[config.mk]
export PLATFORM = sky130hd
export DESIGN_NAME = oldest_first_issue_select_top
export DESIGN_NICKNAME = d
export VERILOG_FILES = /design/src/hdl/ofis_pkg.sv /design/src/hdl/ofis_cell.sv /design/src/hdl/ofis_ctrl.sv /design/src/hdl/oldest_first_issue_select_top.sv
export VERILOG_INCLUDE_DIRS = /design/src /design/src/hdl
export SDC_FILE = /design/constraint.sdc
export NUM_CORES = 2
export LEC_CHECK = 0
export BUFFER_PORTS_ARGS = -buffer_cell sky130_fd_sc_hd__buf_2
export CAP_MARGIN = 30
export CORE_MARGIN = 1
export CORE_UTILIZATION = 35
export CTS_CLUSTER_DIAMETER = 100
export DETAILED_ROUTE_END_ITERATION = 8
export PLACE_DENSITY = 0.5
export REMOVE_ABC_BUFFERS = 1
export SKIP_LAST_GASP = 1
export SLEW_MARGIN = 10
export SYNTH_ARGS = -nofsm -noshare
export SYNTH_HDL_FRONTEND = slang
export SYNTH_SLANG_ARGS = --single-unit
[constraint.sdc]
create_clock -name clk_i -period 6.8 [get_ports clk_i]
set_input_delay 0.34 -clock clk_i [delete_from_list [all_inputs] [get_ports clk_i]]
set_output_delay 0.34 -clock clk_i [all_outputs]
set_load 0.02 [all_outputs]
[src/hdl/oldest_first_issue_select_top_defines.svh]
// assertion macros for the oldest-first issue select block
// expects clk_i and rst_ni in the scope of each use
`ifndef OLDEST_FIRST_ISSUE_SELECT_TOP_DEFINES_SVH
`define OLDEST_FIRST_ISSUE_SELECT_TOP_DEFINES_SVH

// same-cycle implication
`define OFIS_ASSERT_IMP(name, ante, cons, msg) \
  name: assert property (@(posedge clk_i) disable iff (!rst_ni) (ante) |-> (cons)) \
    else $error(msg);

// next-cycle implication
`define OFIS_ASSERT_NXT(name, ante, cons, msg) \
  name: assert property (@(posedge clk_i) disable iff (!rst_ni) (ante) |=> (cons)) \
    else $error(msg);

`endif

[src/hdl/ofis_pkg.sv]
// shared sizes, codes and inter-module structs of the issue select block
// no dependencies
package ofis_pkg;

  localparam int ENTRIES      = 16;
  localparam int WAYS         = 2;
  localparam int AGE_BITS     = 32;
  localparam int PAYLOAD_BITS = 16;

  localparam int SLOT_BITS = $clog2(ENTRIES);
  localparam int CNT_BITS  = $clog2(ENTRIES + 1);
  localparam int WAY_BITS  = (WAYS > 1) ? $clog2(WAYS) : 1;

  typedef enum logic {
    CMD_WRITE = 1'b0,
    CMD_SCHED = 1'b1
  } ofis_cmd_e;

  typedef enum logic {
    POLICY_IN_ORDER = 1'b0,
    POLICY_OOO      = 1'b1
  } ofis_policy_e;

  typedef enum logic {
    ST_IDLE   = 1'b0,
    ST_SEARCH = 1'b1
  } ofis_state_e;

  // control broadcast from the sequencer to every cell
  typedef struct packed {
    logic                    wr_en;
    logic [SLOT_BITS-1:0]    wr_slot;
    logic                    wr_valid;
    logic [AGE_BITS-1:0]     wr_age;
    logic [PAYLOAD_BITS-1:0] wr_payload;
    logic [1:0]              wr_rdy;
    logic                    mark_en;
    logic [SLOT_BITS-1:0]    mark_slot;
    logic                    ooo;
    logic                    ring_load;
  } ofis_cell_ctl_t;

  // best candidate so far, handed from cell to cell
  typedef struct packed {
    logic                    found;
    logic [SLOT_BITS-1:0]    slot;
    logic [AGE_BITS-1:0]     age;
    logic [PAYLOAD_BITS-1:0] payload;
    logic                    rdy_ok;
  } ofis_tok_t;

  // age copy rotating around the row for the duplicate check
  typedef struct packed {
    logic                valid;
    logic [AGE_BITS-1:0] age;
  } ofis_ring_t;

endpackage

[src/hdl/ofis_cell.sv]
// one station entry plus its stage of the oldest-first search chain
// and its stage of the rotating duplicate-age ring; uses ofis_pkg
module ofis_cell
  import ofis_pkg::*;
(
  input  logic                 clk_i,
  input  logic                 rst_ni,
  input  logic [SLOT_BITS-1:0] cell_idx_i,
  input  ofis_cell_ctl_t       ctl_i,
  input  ofis_tok_t            tok_i,
  output ofis_tok_t            tok_o,
  input  ofis_ring_t           ring_i,
  output ofis_ring_t           ring_o,
  output logic                 hit_o
);

  logic                    valid_q;
  logic                    sched_q;
  logic [1:0]              rdy_q;
  logic [AGE_BITS-1:0]     age_q;
  logic [PAYLOAD_BITS-1:0] payload_q;

  ofis_tok_t  tok_q, tok_d;
  ofis_ring_t ring_q, ring_d;

  logic wr_hit;
  logic eligible;
  logic take;

  assign wr_hit = ctl_i.wr_en && (ctl_i.wr_slot == cell_idx_i);

  always_ff @(posedge clk_i or negedge rst_ni) begin
    if (!rst_ni) begin
      valid_q <= 1'b0;
      sched_q <= 1'b0;
      rdy_q   <= 2'b00;
    end else if (wr_hit) begin
      valid_q <= ctl_i.wr_valid;
      sched_q <= 1'b0;
      rdy_q   <= ctl_i.wr_rdy;
    end else if (ctl_i.mark_en && (ctl_i.mark_slot == cell_idx_i)) begin
      sched_q <= 1'b1;
    end
  end

  always_ff @(posedge clk_i) begin
    if (wr_hit) begin
      age_q     <= ctl_i.wr_age;
      payload_q <= ctl_i.wr_payload;
    end
  end

  // strict compare: on equal ages the lower slot, seen first, stays
  always_comb begin
    eligible = valid_q && !sched_q && (!ctl_i.ooo || (rdy_q == 2'b11));
    take     = eligible && (!tok_i.found || (age_q < tok_i.age));
    tok_d    = tok_i;
    if (take) begin
      tok_d.found   = 1'b1;
      tok_d.slot    = cell_idx_i;
      tok_d.age     = age_q;
      tok_d.payload = payload_q;
      tok_d.rdy_ok  = (rdy_q == 2'b11);
    end
  end

  always_comb begin
    if (ctl_i.ring_load) begin
      ring_d.valid = valid_q;
      ring_d.age   = age_q;
    end else begin
      ring_d = ring_i;
    end
  end

  always_ff @(posedge clk_i or negedge rst_ni) begin
    if (!rst_ni) begin
      tok_q  <= '0;
      ring_q <= '0;
    end else begin
      tok_q  <= tok_d;
      ring_q <= ring_d;
    end
  end

  assign tok_o  = tok_q;
  assign ring_o = ring_q;
  assign hit_o  = ring_q.valid && valid_q && (ring_q.age == age_q);

endmodule

[src/hdl/ofis_ctrl.sv]
// request sequencer: policy register, way/settle counters, duplicate
// accumulation and the result register; uses ofis_pkg and the macro header
`include "oldest_first_issue_select_top_defines.svh"
module ofis_ctrl
  import ofis_pkg::*;
(
  input  logic               clk_i,
  input  logic               rst_ni,
  input  logic               in_valid_i,
  output logic               in_stall_o,
  input  logic               cmd_i,
  input  logic [3:0]         slot_i,
  input  logic               entry_valid_i,
  input  logic [31:0]        age_i,
  input  logic [15:0]        payload_i,
  input  logic               src_one_ready_i,
  input  logic               src_two_ready_i,
  input  logic [1:0]         way_busy_i,
  input  logic               cfg_valid_i,
  output logic               cfg_ready_o,
  input  logic               policy_mode_i,
  input  ofis_tok_t          tok_i,
  input  logic [ENTRIES-1:0] hit_i,
  output ofis_cell_ctl_t     cell_ctl_o,
  output logic               out_valid_o,
  input  logic               out_stall_i,
  output logic               way_o,
  output logic               granted_o,
  output logic [3:0]         picked_slot_o,
  output logic [31:0]        picked_age_o,
  output logic [15:0]        picked_payload_o,
  output logic               duplicate_error_o,
  output logic               last_o
);

  ofis_state_e          state_q, state_d;
  ofis_policy_e         policy_q;
  logic [CNT_BITS-1:0]  cnt_q, cnt_d;
  logic [WAY_BITS-1:0]  way_q, way_d;
  logic [1:0]           busy_q;
  logic                 dup_q, dup_d;

  logic                 out_valid_q;
  logic                 out_way_q;
  logic                 out_granted_q;
  logic [3:0]           out_slot_q;
  logic [31:0]          out_age_q;
  logic [15:0]          out_payload_q;
  logic                 out_dup_q;
  logic                 out_last_q;

  logic in_accept;
  logic sched_req;
  logic settled;
  logic load;
  logic way_is_busy;
  logic grant;
  logic is_last;
  logic cmp_en;

  assign in_stall_o  = (state_q != ST_IDLE);
  assign cfg_ready_o = (state_q == ST_IDLE);
  assign in_accept   = in_valid_i && !in_stall_o;
  assign sched_req   = in_accept && (ofis_cmd_e'(cmd_i) == CMD_SCHED);

  // the chain output is good once the wave has crossed every cell
  assign settled     = (state_q == ST_SEARCH) && (cnt_q == CNT_BITS'(ENTRIES));
  assign load        = settled && (!out_valid_q || !out_stall_i);
  // ways past the busy field count as free
  assign way_is_busy = (way_q <= WAY_BITS'(1)) && busy_q[way_q[0]];
  assign grant       = !way_is_busy && tok_i.found &&
                       ((policy_q == POLICY_OOO) || tok_i.rdy_ok);
  assign is_last     = (way_q == WAY_BITS'(WAYS - 1));
  // ring comparisons are meaningful for rotations 1 .. ENTRIES-1 of way 0
  assign cmp_en      = (state_q == ST_SEARCH) && (way_q == '0) &&
                       (cnt_q != '0) && (cnt_q < CNT_BITS'(ENTRIES));

  always_comb begin
    cell_ctl_o.wr_en      = in_accept && (ofis_cmd_e'(cmd_i) == CMD_WRITE) &&
                            (32'(slot_i) < ENTRIES);
    cell_ctl_o.wr_slot    = SLOT_BITS'(slot_i);
    cell_ctl_o.wr_valid   = entry_valid_i;
    cell_ctl_o.wr_age     = AGE_BITS'(age_i);
    cell_ctl_o.wr_payload = PAYLOAD_BITS'(payload_i);
    cell_ctl_o.wr_rdy     = {src_two_ready_i, src_one_ready_i};
    cell_ctl_o.mark_en    = load && grant;
    cell_ctl_o.mark_slot  = tok_i.slot;
    cell_ctl_o.ooo        = (policy_q == POLICY_OOO);
    cell_ctl_o.ring_load  = sched_req;
  end

  always_comb begin
    state_d = state_q;
    cnt_d   = cnt_q;
    way_d   = way_q;
    dup_d   = dup_q;
    unique case (state_q)
      ST_IDLE: begin
        if (sched_req) begin
          state_d = ST_SEARCH;
          cnt_d   = '0;
          way_d   = '0;
          dup_d   = 1'b0;
        end
      end
      ST_SEARCH: begin
        if (cmp_en && (|hit_i)) begin
          dup_d = 1'b1;
        end
        if (load) begin
          cnt_d = '0;
          if (is_last) begin
            state_d = ST_IDLE;
          end else begin
            way_d = way_q + WAY_BITS'(1);
          end
        end else if (!settled) begin
          cnt_d = cnt_q + CNT_BITS'(1);
        end
      end
      default: state_d = ST_IDLE;
    endcase
  end

  always_ff @(posedge clk_i or negedge rst_ni) begin
    if (!rst_ni) begin
      state_q     <= ST_IDLE;
      policy_q    <= POLICY_IN_ORDER;
      cnt_q       <= '0;
      way_q       <= '0;
      busy_q      <= 2'b00;
      dup_q       <= 1'b0;
      out_valid_q <= 1'b0;
    end else begin
      state_q <= state_d;
      cnt_q   <= cnt_d;
      way_q   <= way_d;
      dup_q   <= dup_d;
      if (cfg_valid_i && cfg_ready_o) begin
        policy_q <= ofis_policy_e'(policy_mode_i);
      end
      if (sched_req) begin
        busy_q <= way_busy_i;
      end
      if (load) begin
        out_valid_q <= 1'b1;
      end else if (!out_stall_i) begin
        out_valid_q <= 1'b0;
      end
    end
  end

  always_ff @(posedge clk_i) begin
    if (load) begin
      out_way_q     <= way_q[0];
      out_granted_q <= grant;
      out_slot_q    <= grant ? 4'(tok_i.slot) : 4'd0;
      out_age_q     <= grant ? 32'(tok_i.age) : 32'd0;
      out_payload_q <= grant ? 16'(tok_i.payload) : 16'd0;
      out_dup_q     <= dup_q;
      out_last_q    <= is_last;
    end
  end

  assign out_valid_o       = out_valid_q;
  assign way_o             = out_way_q;
  assign granted_o         = out_granted_q;
  assign picked_slot_o     = out_slot_q;
  assign picked_age_o      = out_age_q;
  assign picked_payload_o  = out_payload_q;
  assign duplicate_error_o = out_dup_q;
  assign last_o            = out_last_q;

  `OFIS_ASSERT_NXT(a_sched_starts_way0, sched_req,
    (state_q == ST_SEARCH) && (way_q == '0) && (cnt_q == '0),
    "schedule request did not start at way 0")
  `OFIS_ASSERT_NXT(a_last_returns_idle, load && is_last,
    (state_q == ST_IDLE) && out_valid_q && out_last_q,
    "final result did not end the request")
  `OFIS_ASSERT_IMP(a_way_in_range, state_q == ST_SEARCH,
    way_q <= WAY_BITS'(WAYS - 1),
    "way counter ran past the last way")
  `OFIS_ASSERT_IMP(a_idle_result_zero, out_valid_q && !out_granted_q,
    (out_slot_q == 4'd0) && (out_age_q == 32'd0) && (out_payload_q == 16'd0),
    "empty grant carries nonzero fields")
  `OFIS_ASSERT_NXT(a_dup_held, (state_q == ST_SEARCH) && (way_q != '0),
    (dup_q == $past(dup_q)) || (state_q == ST_IDLE) || $past(sched_req),
    "duplicate flag changed after way 0")

endmodule

[src/hdl/oldest_first_issue_select_top.sv]
// top level of the oldest-first issue select: row of entry cells plus sequencer
// uses ofis_pkg, ofis_cell and ofis_ctrl
//
//  channel | handshake               | carries
//  --------+-------------------------+------------------------------------------
//  in      | in_valid_i / in_stall_o | cmd, slot, entry fields, way_busy
//  out     | out_valid_o/out_stall_i | way, granted, picked_*, dup flag, last
//  cfg     | cfg_valid_i/cfg_ready_o | policy_mode
//
// a write request is taken while idle; a schedule request searches the ways in
// turn: for each way the search wave crosses the row one cell per clock before
// the pick is known. reset clears valid, scheduled and ready bits, the policy
// and the sequencer; stored ages and payloads are not cleared. a stalled output
// holds the search at the end of the current way; the last result may wait
// while new requests are taken.
module oldest_first_issue_select_top
  import ofis_pkg::*;
(
  input  logic        clk_i,
  input  logic        rst_ni,
  input  logic        in_valid_i,
  output logic        in_stall_o,
  input  logic        cmd_i,
  input  logic [3:0]  slot_i,
  input  logic        entry_valid_i,
  input  logic [31:0] age_i,
  input  logic [15:0] payload_i,
  input  logic        src_one_ready_i,
  input  logic        src_two_ready_i,
  input  logic [1:0]  way_busy_i,
  input  logic        cfg_valid_i,
  output logic        cfg_ready_o,
  input  logic        policy_mode_i,
  output logic        out_valid_o,
  input  logic        out_stall_i,
  output logic        way_o,
  output logic        granted_o,
  output logic [3:0]  picked_slot_o,
  output logic [31:0] picked_age_o,
  output logic [15:0] picked_payload_o,
  output logic        duplicate_error_o,
  output logic        last_o
);

  ofis_cell_ctl_t     cell_ctl;
  ofis_tok_t          tok   [ENTRIES+1];
  ofis_ring_t         ring  [ENTRIES];
  logic [ENTRIES-1:0] hit;

  // chain head: no candidate yet
  assign tok[0] = '0;

  for (genvar i = 0; i < ENTRIES; i++) begin : g_cell
    ofis_cell u_cell (
      .clk_i      (clk_i),
      .rst_ni     (rst_ni),
      .cell_idx_i (SLOT_BITS'(i)),
      .ctl_i      (cell_ctl),
      .tok_i      (tok[i]),
      .tok_o      (tok[i+1]),
      .ring_i     (ring[(i + ENTRIES - 1) % ENTRIES]),
      .ring_o     (ring[i]),
      .hit_o      (hit[i])
    );
  end

  ofis_ctrl u_ctrl (
    .clk_i             (clk_i),
    .rst_ni            (rst_ni),
    .in_valid_i        (in_valid_i),
    .in_stall_o        (in_stall_o),
    .cmd_i             (cmd_i),
    .slot_i            (slot_i),
    .entry_valid_i     (entry_valid_i),
    .age_i             (age_i),
    .payload_i         (payload_i),
    .src_one_ready_i   (src_one_ready_i),
    .src_two_ready_i   (src_two_ready_i),
    .way_busy_i        (way_busy_i),
    .cfg_valid_i       (cfg_valid_i),
    .cfg_ready_o       (cfg_ready_o),
    .policy_mode_i     (policy_mode_i),
    .tok_i             (tok[ENTRIES]),
    .hit_i             (hit),
    .cell_ctl_o        (cell_ctl),
    .out_valid_o       (out_valid_o),
    .out_stall_i       (out_stall_i),
    .way_o             (way_o),
    .granted_o         (granted_o),
    .picked_slot_o     (picked_slot_o),
    .picked_age_o      (picked_age_o),
    .picked_payload_o  (picked_payload_o),
    .duplicate_error_o (duplicate_error_o),
    .last_o            (last_o)
  );

endmodule
Word level (Yosys, flattened, before mapping) --
Index checks and enable logic that the tools add are counted.
Cells by class: add/subtract/negate cells 2, $lt $le $gt $ge 18, eq/ne operators 68, muxes and demuxes 82, bitwise logic cells 3, reductions and logical operators 217
Operator list (number):
- $mux W54 | 16
- $mux W33 | 16
- $eq A32 B32 Y1 | 16
- $lt A32 B32 Y1 | 15
- $logic_and A1 B1 Y1 | 125
- $eq A4 B4 Y1 const B | 16
- $mux W1 | 43
- $logic_not A1 Y1 | 36
- $logic_or A1 B1 Y1 | 33
- $eq A2 B2 Y1 const B | 16
- $eq A4 B3 Y1 const B | 8
- $reduce_bool A2 Y1 | 16
- $eq A4 B2 Y1 const B | 4
- $reduce_or A16 Y1 | 1
- $mux W5 | 3
- $pmux W5 S2 | 1
- $eq A4 B1 Y1 const B | 2
- $logic_not A4 Y1 | 2
- $ne A2 B2 Y1 const B | 3
- $pmux W1 S2 | 3
- $reduce_and A2 Y1 | 3
- $add A5 B1 Y5 const B | 1
- $eq A5 B5 Y1 const B | 1
- $lt A5 B5 Y1 const B | 1
- 7 further kinds | 9
Word-level totals: register bits after elaboration 2291, output and inout bits 59, logic and storage cells 595

Logic depth before layout (Yosys ltp) --
depth after elaboration 10, gate-level depth with buffers 13

Cells and area by module --
From an unflattened synthesis, not the netlist that was laid out.
Unflattened totals: cells, all modules 6776, area total of the unflattened synthesis 99844.5 um2
By module, submodules not included:
- ofis_cell (g_cell[0].u_cell ...) | instances 13, cells each 409, area an instance 6045.8 um2, seq. area each 3718.6 um2
- ofis_cell (g_cell[7].u_cell ...) | instances 3, cells each 409, area an instance 6052.1 um2, seq. area each 3718.6 um2
- ofis_ctrl | instances 1, cells each 230, area an instance 3085.5 um2, seq. area each 1951.9 um2
- oldest_first_issue_select_top | instances 1, cells each 2, area an instance 7.5 um2, seq. area each 0.0 um2

Least setup slack after synthesis --
OpenSTA, ideal clock, no wires.
path kind reg-to-reg, start reg u_ctrl.state_q, in the netlist u_ctrl.in_stall_o, end reg g_cell[1].u_cell.rdy_q[0], library setup time 0.082 ns, data arrival time 5.326 ns, required time 6.718 ns, path slack 1.392 ns, stages on the path, launching flop included 6, buffers on the path 1, period minus slack after synthesis 5.408 ns, cell sequence dfrtp_1 clkbuf_1 nor3b_1 nand3b_1 nor3_1 mux2_2
Between the ends: cells in the longest elaborated chain, start to end 4
RTL lines:
- start, declared | line ofis_ctrl.sv:36 | ofis_state_e state_q, state_d;
- start signal, assigned | line ofis_ctrl.sv:135 | state_q <= state_d;
- $logic_not A1 Y1 | line ofis_ctrl.sv:63 | assign in_accept = in_valid_i && !in_stall_o;
- $logic_and A1 B1 Y1 | line ofis_ctrl.sv:63
- $logic_and A1 B1 Y1 | line ofis_ctrl.sv:79 | cell_ctl_o.wr_en = in_accept && (ofis_cmd_e'(cmd_i) == CMD_WRITE) &&
- $logic_and A1 B1 Y1 | line ofis_cell.sv:30 | assign wr_hit = ctl_i.wr_en && (ctl_i.wr_slot == cell_idx_i);
- named net g_cell[1].u_cell.wr_hit | line ofis_cell.sv:26 | logic wr_hit;
- end signal, assigned | line ofis_cell.sv:40 | rdy_q <= ctl_i.wr_rdy;
- end, declared | line ofis_cell.sv:19 | logic [1:0] rdy_q;
The timed path passes the listed nets, and every way through them passes these cells. A chain may end at the register's enable or synchronous reset.

==> metrics <==
number of synthesized flops with an enable pin 823; pin count of the biggest net entering global routing 142; Worst Path Arrival 4840 ps; PostCTS Resize Cnt 0; die area roughly 280000 µm²; Core Box Area 280400 µm²; crit path max-delay cell type buf_4; DR WL/cell 28.65 µm; TritonCTS Buffers 246; die width 533.7 µm; drt pass-1 iters 6; Synth Area in Simple Gates 5.936%; Yosys cell types between 60 and 70; Hold Path Class in -> async; min Tclk post-route between 4000 and 5000 ps; DR DRC count 0; via/cell ratio between 5 and 6; Leak 46.69 nW; ANT nets after route 0; crit-path cells ha_1, a21o_1, a21o_1, a21oi_1, o21ai_0, a211oi_1, o41ai_2, a21oi_4, buf_4, mux2_2; r2r startpoint g_cell[1].u_cell.age_q[21]; count of final setup violators 0; Top Ports around 120; Adder-Cell Fraction of Synth Area 5.905%; initial DRC count 6292; IO Port Bufs roughly 120; type of origin of the critical path register; post-synth top area share 36.74%; Critical Path Stages 10; Cells after Synth 6972; DP Wirelength about 220000 µm; ratio of final minimum period to clock period between 50 and 60%; layout cell share with drive strength beyond 1 25.12%; synth top area cells dfrtp_1, edfxtp_1, mux2_2; final design utilization 40.39%; Yosys Warn Count 0; worst-path maximum fanout 34; initial antenna violation count 45; Synth Flop Type dfrtp_1; Synth Register Bits 2276; via count 58150; Initial Util 35.30%; xor/xnor share of the synthesized area 4.478%; Critical path destination g_cell[1].u_cell.tok_o[14]; Critical Path Start g_cell[1].u_cell.age_q[21]; gr usage total between 20 and 25%; GPL Wtd Cong 0.8621; fin. max-slew vios 0; status completed; Fin. Hold Viols 0; Placed Area 104500 µm²; worst vdd ir 0.2182 mV; clk sinks 2276; cts hold-fix bufs 31; FFs w/ async S/R, synth 63.84%; FF-to-FF path depth 10; R2R Setup Slk 2730 ps; fin worst setup slack about 2700 ps; CTS tree done; Max transition margin 24.29%; largest family of logic cells by synthesized area multiplexers; unrepaired setup endpoints after global routing false; CTS clk-pin slew, worst paths 60 ps; Worst-Margin Slew 1136 ps; CP dominant cell by count a21o_1; clk buf depth 4; postcts setup bufs 0; number of global-route vias before repair 58640; Crit Path Class reg -> reg; P&R area growth vs syn 14.44%; H-tree depth 4; worst stage delay on the critical path 710 ps; Total Wirelength 320700 µm; worst skew pair latency ~930 ps; placement-stage worst setup slack 2679 ps; post-synthesis compound-gate area fraction approximately 5%; area leader, netlist dfrtp_1; Worst Path Required approximately 7600 ps; mux cell area share after synthesis 13.95%; global-route wire length before repair 455300 µm; Fin Clk Skew around 63 ps; Top delay family on crit path compound AO/OA/AOI/OAI gates; total grt overflow 0; reg-to-reg endpoint g_cell[1].u_cell.tok_o[14]; Max-cap violations 0; Buf/Inv on CP 1; Die Y 533.7 µm; clock root cell clkbuf_16; Final Instance Area approximately 110000 µm²; register area share after synthesis 61.72%; Cell Pwr Density 409.4 nW/µm²; Final Net Count 7767; fmax 245.9 MHz; crit path capture type register; Rows between 150 and 200; Mean Syn Cell Area 14.19 µm²; fill count 25830; synthesized area 98960 µm²
-- per-layer routing --
| layer | global-route usage, % | vias to the layer above | part of all wire, % |
|---|---|---|---|
| li1 | - | 25680 | - |
| met1 | 34.61 | 30350 | 49 |
| met2 | 33.42 | 1736 | 44 |
| met3 | 2.351 | 385 | 5.2 |
| met4 | 5.382 | 0 | 2.4 |
| met5 | 0 | - | 0 |
-- final cells by class --
type / count / area [µm²] / share of cell area (%)
inverters: 490 / 1839 / 1.624
multi-input cells: 3958 / 35140 / 31.03
flip-flops and latches: 2276 / 61080 / 53.94
repair buffers: 264 / 2113 / 1.866
diodes: 24 / 60.06 / 0.05303
well taps: 3724 / 4659 / 4.115
clock buffers: 357 / 7109 / 6.278
clock inverters: 98 / 1239 / 1.094
-- cells in the mapped netlist (all sizes together), types with 103 or more instances --
cell and count:
a31oi 104, dfrtp 1453, nand3 119, and2 103
clkbuf 161, ha 467, nand3b 112, mux2 1194
inv 490, nand4 162, a21oi 142, a21o 163
xnor2 216, edfxtp 823, o21ai 121, nand2 235
xor2 290
-- worst min-delay path by stage --
stage	startpoint	endpoint	cells past startpoint
4_1_cts	payload_i[6]	g_cell[13].u_cell.payload_q[6]	1
6_report	rst_ni	g_cell[15].u_cell.tok_o[7]	2
5_1_grt	payload_i[6]	g_cell[13].u_cell.payload_q[6]	1
2_1_floorplan	rst_ni	g_cell[0].u_cell.rdy_q[0]	0
3_3_place_gp	rst_ni	g_cell[15].u_cell.tok_o[7]	1
3_5_place_dp	g_cell[13].u_cell.tok_o[51]	g_cell[14].u_cell.tok_o[51]	1
-- flip-flops by register name, summed over array words and instances, names as in the netlist, 16 cells and up --
register and count:
g_cell.u_cell.tok_o 849, g_cell.u_cell.ring_o 528, g_cell.u_cell.age_q 512, g_cell.u_cell.payload_q 256
g_cell.u_cell.rdy_q 32, u_ctrl.picked_age_o 32, g_cell.u_cell.sched_q 16, g_cell.u_cell.valid_q 16
u_ctrl.picked_payload_o 16
-- logic make-up (layout without fill, tap and decap cells) --
logic type	count (synthesis)	after routing
multiplexers	1211	1211
adder cells (fa/ha/maj)	467	467
AND/OR/NAND/NOR	1057	1057
flip-flops	2276	2276
XOR/XNOR	506	506
other	0	24
AO/OA/AOI/OAI	717	717
buffers and inverters	738	1209
-- cells in the final DEF (no fill, tap or decap), types with 63 or more instances in the layout --
cell type  synthesis  layout
xor2_1           290     290
o311ai_0          94      94
buf_4              7      87
nor4_1            95      94
ha_1             467     467
a21o_1           163     163
a31oi_1          104     104
a21oi_1          136     128
buf_2             48     121
xnor2_1          216     216
nand3_1          119     118
edfxtp_1         823     823
o21ai_0          114     114
and2_1           103     103
clkbuf_16          0     251
clkbuf_1         161      63
dfrtp_1         1453    1451
nand3b_1         112     112
mux2_2          1137    1137
nand2_1          235     235
inv_1            490     490
nand4_1          162     162
-- per-stage QoR --
step | setup TNS [ps] | hold WS, ps | total power, mW | cells
6_report | 0 | 11.94 | 46.36 | 11190
5_1_grt | 0 | 32.01 | 48.47 | 11170
4_1_cts | 0 | 11.08 | 46.70 | 11170
3_5_place_dp | 0 | 420.3 | 32.50 | 10680
3_3_place_gp | 0 | 410.2 | 32.45 | 10670
2_1_floorplan | -5488980 | 44.41 | 27.27 | 6724
-- power by group --
group / internal [mW] / leakage (nW) / switching (mW) / total (mW)
clock: 8.25 / 4.09 / 5.67 / 13.9
combinational: 5.17 / 16.6 / 5.56 / 10.7
sequential: 17.8 / 26.0 / 3.94 / 21.7
total: 31.2 / 46.7 / 15.2 / 46.4
Power figures use the tool's default switching activity.
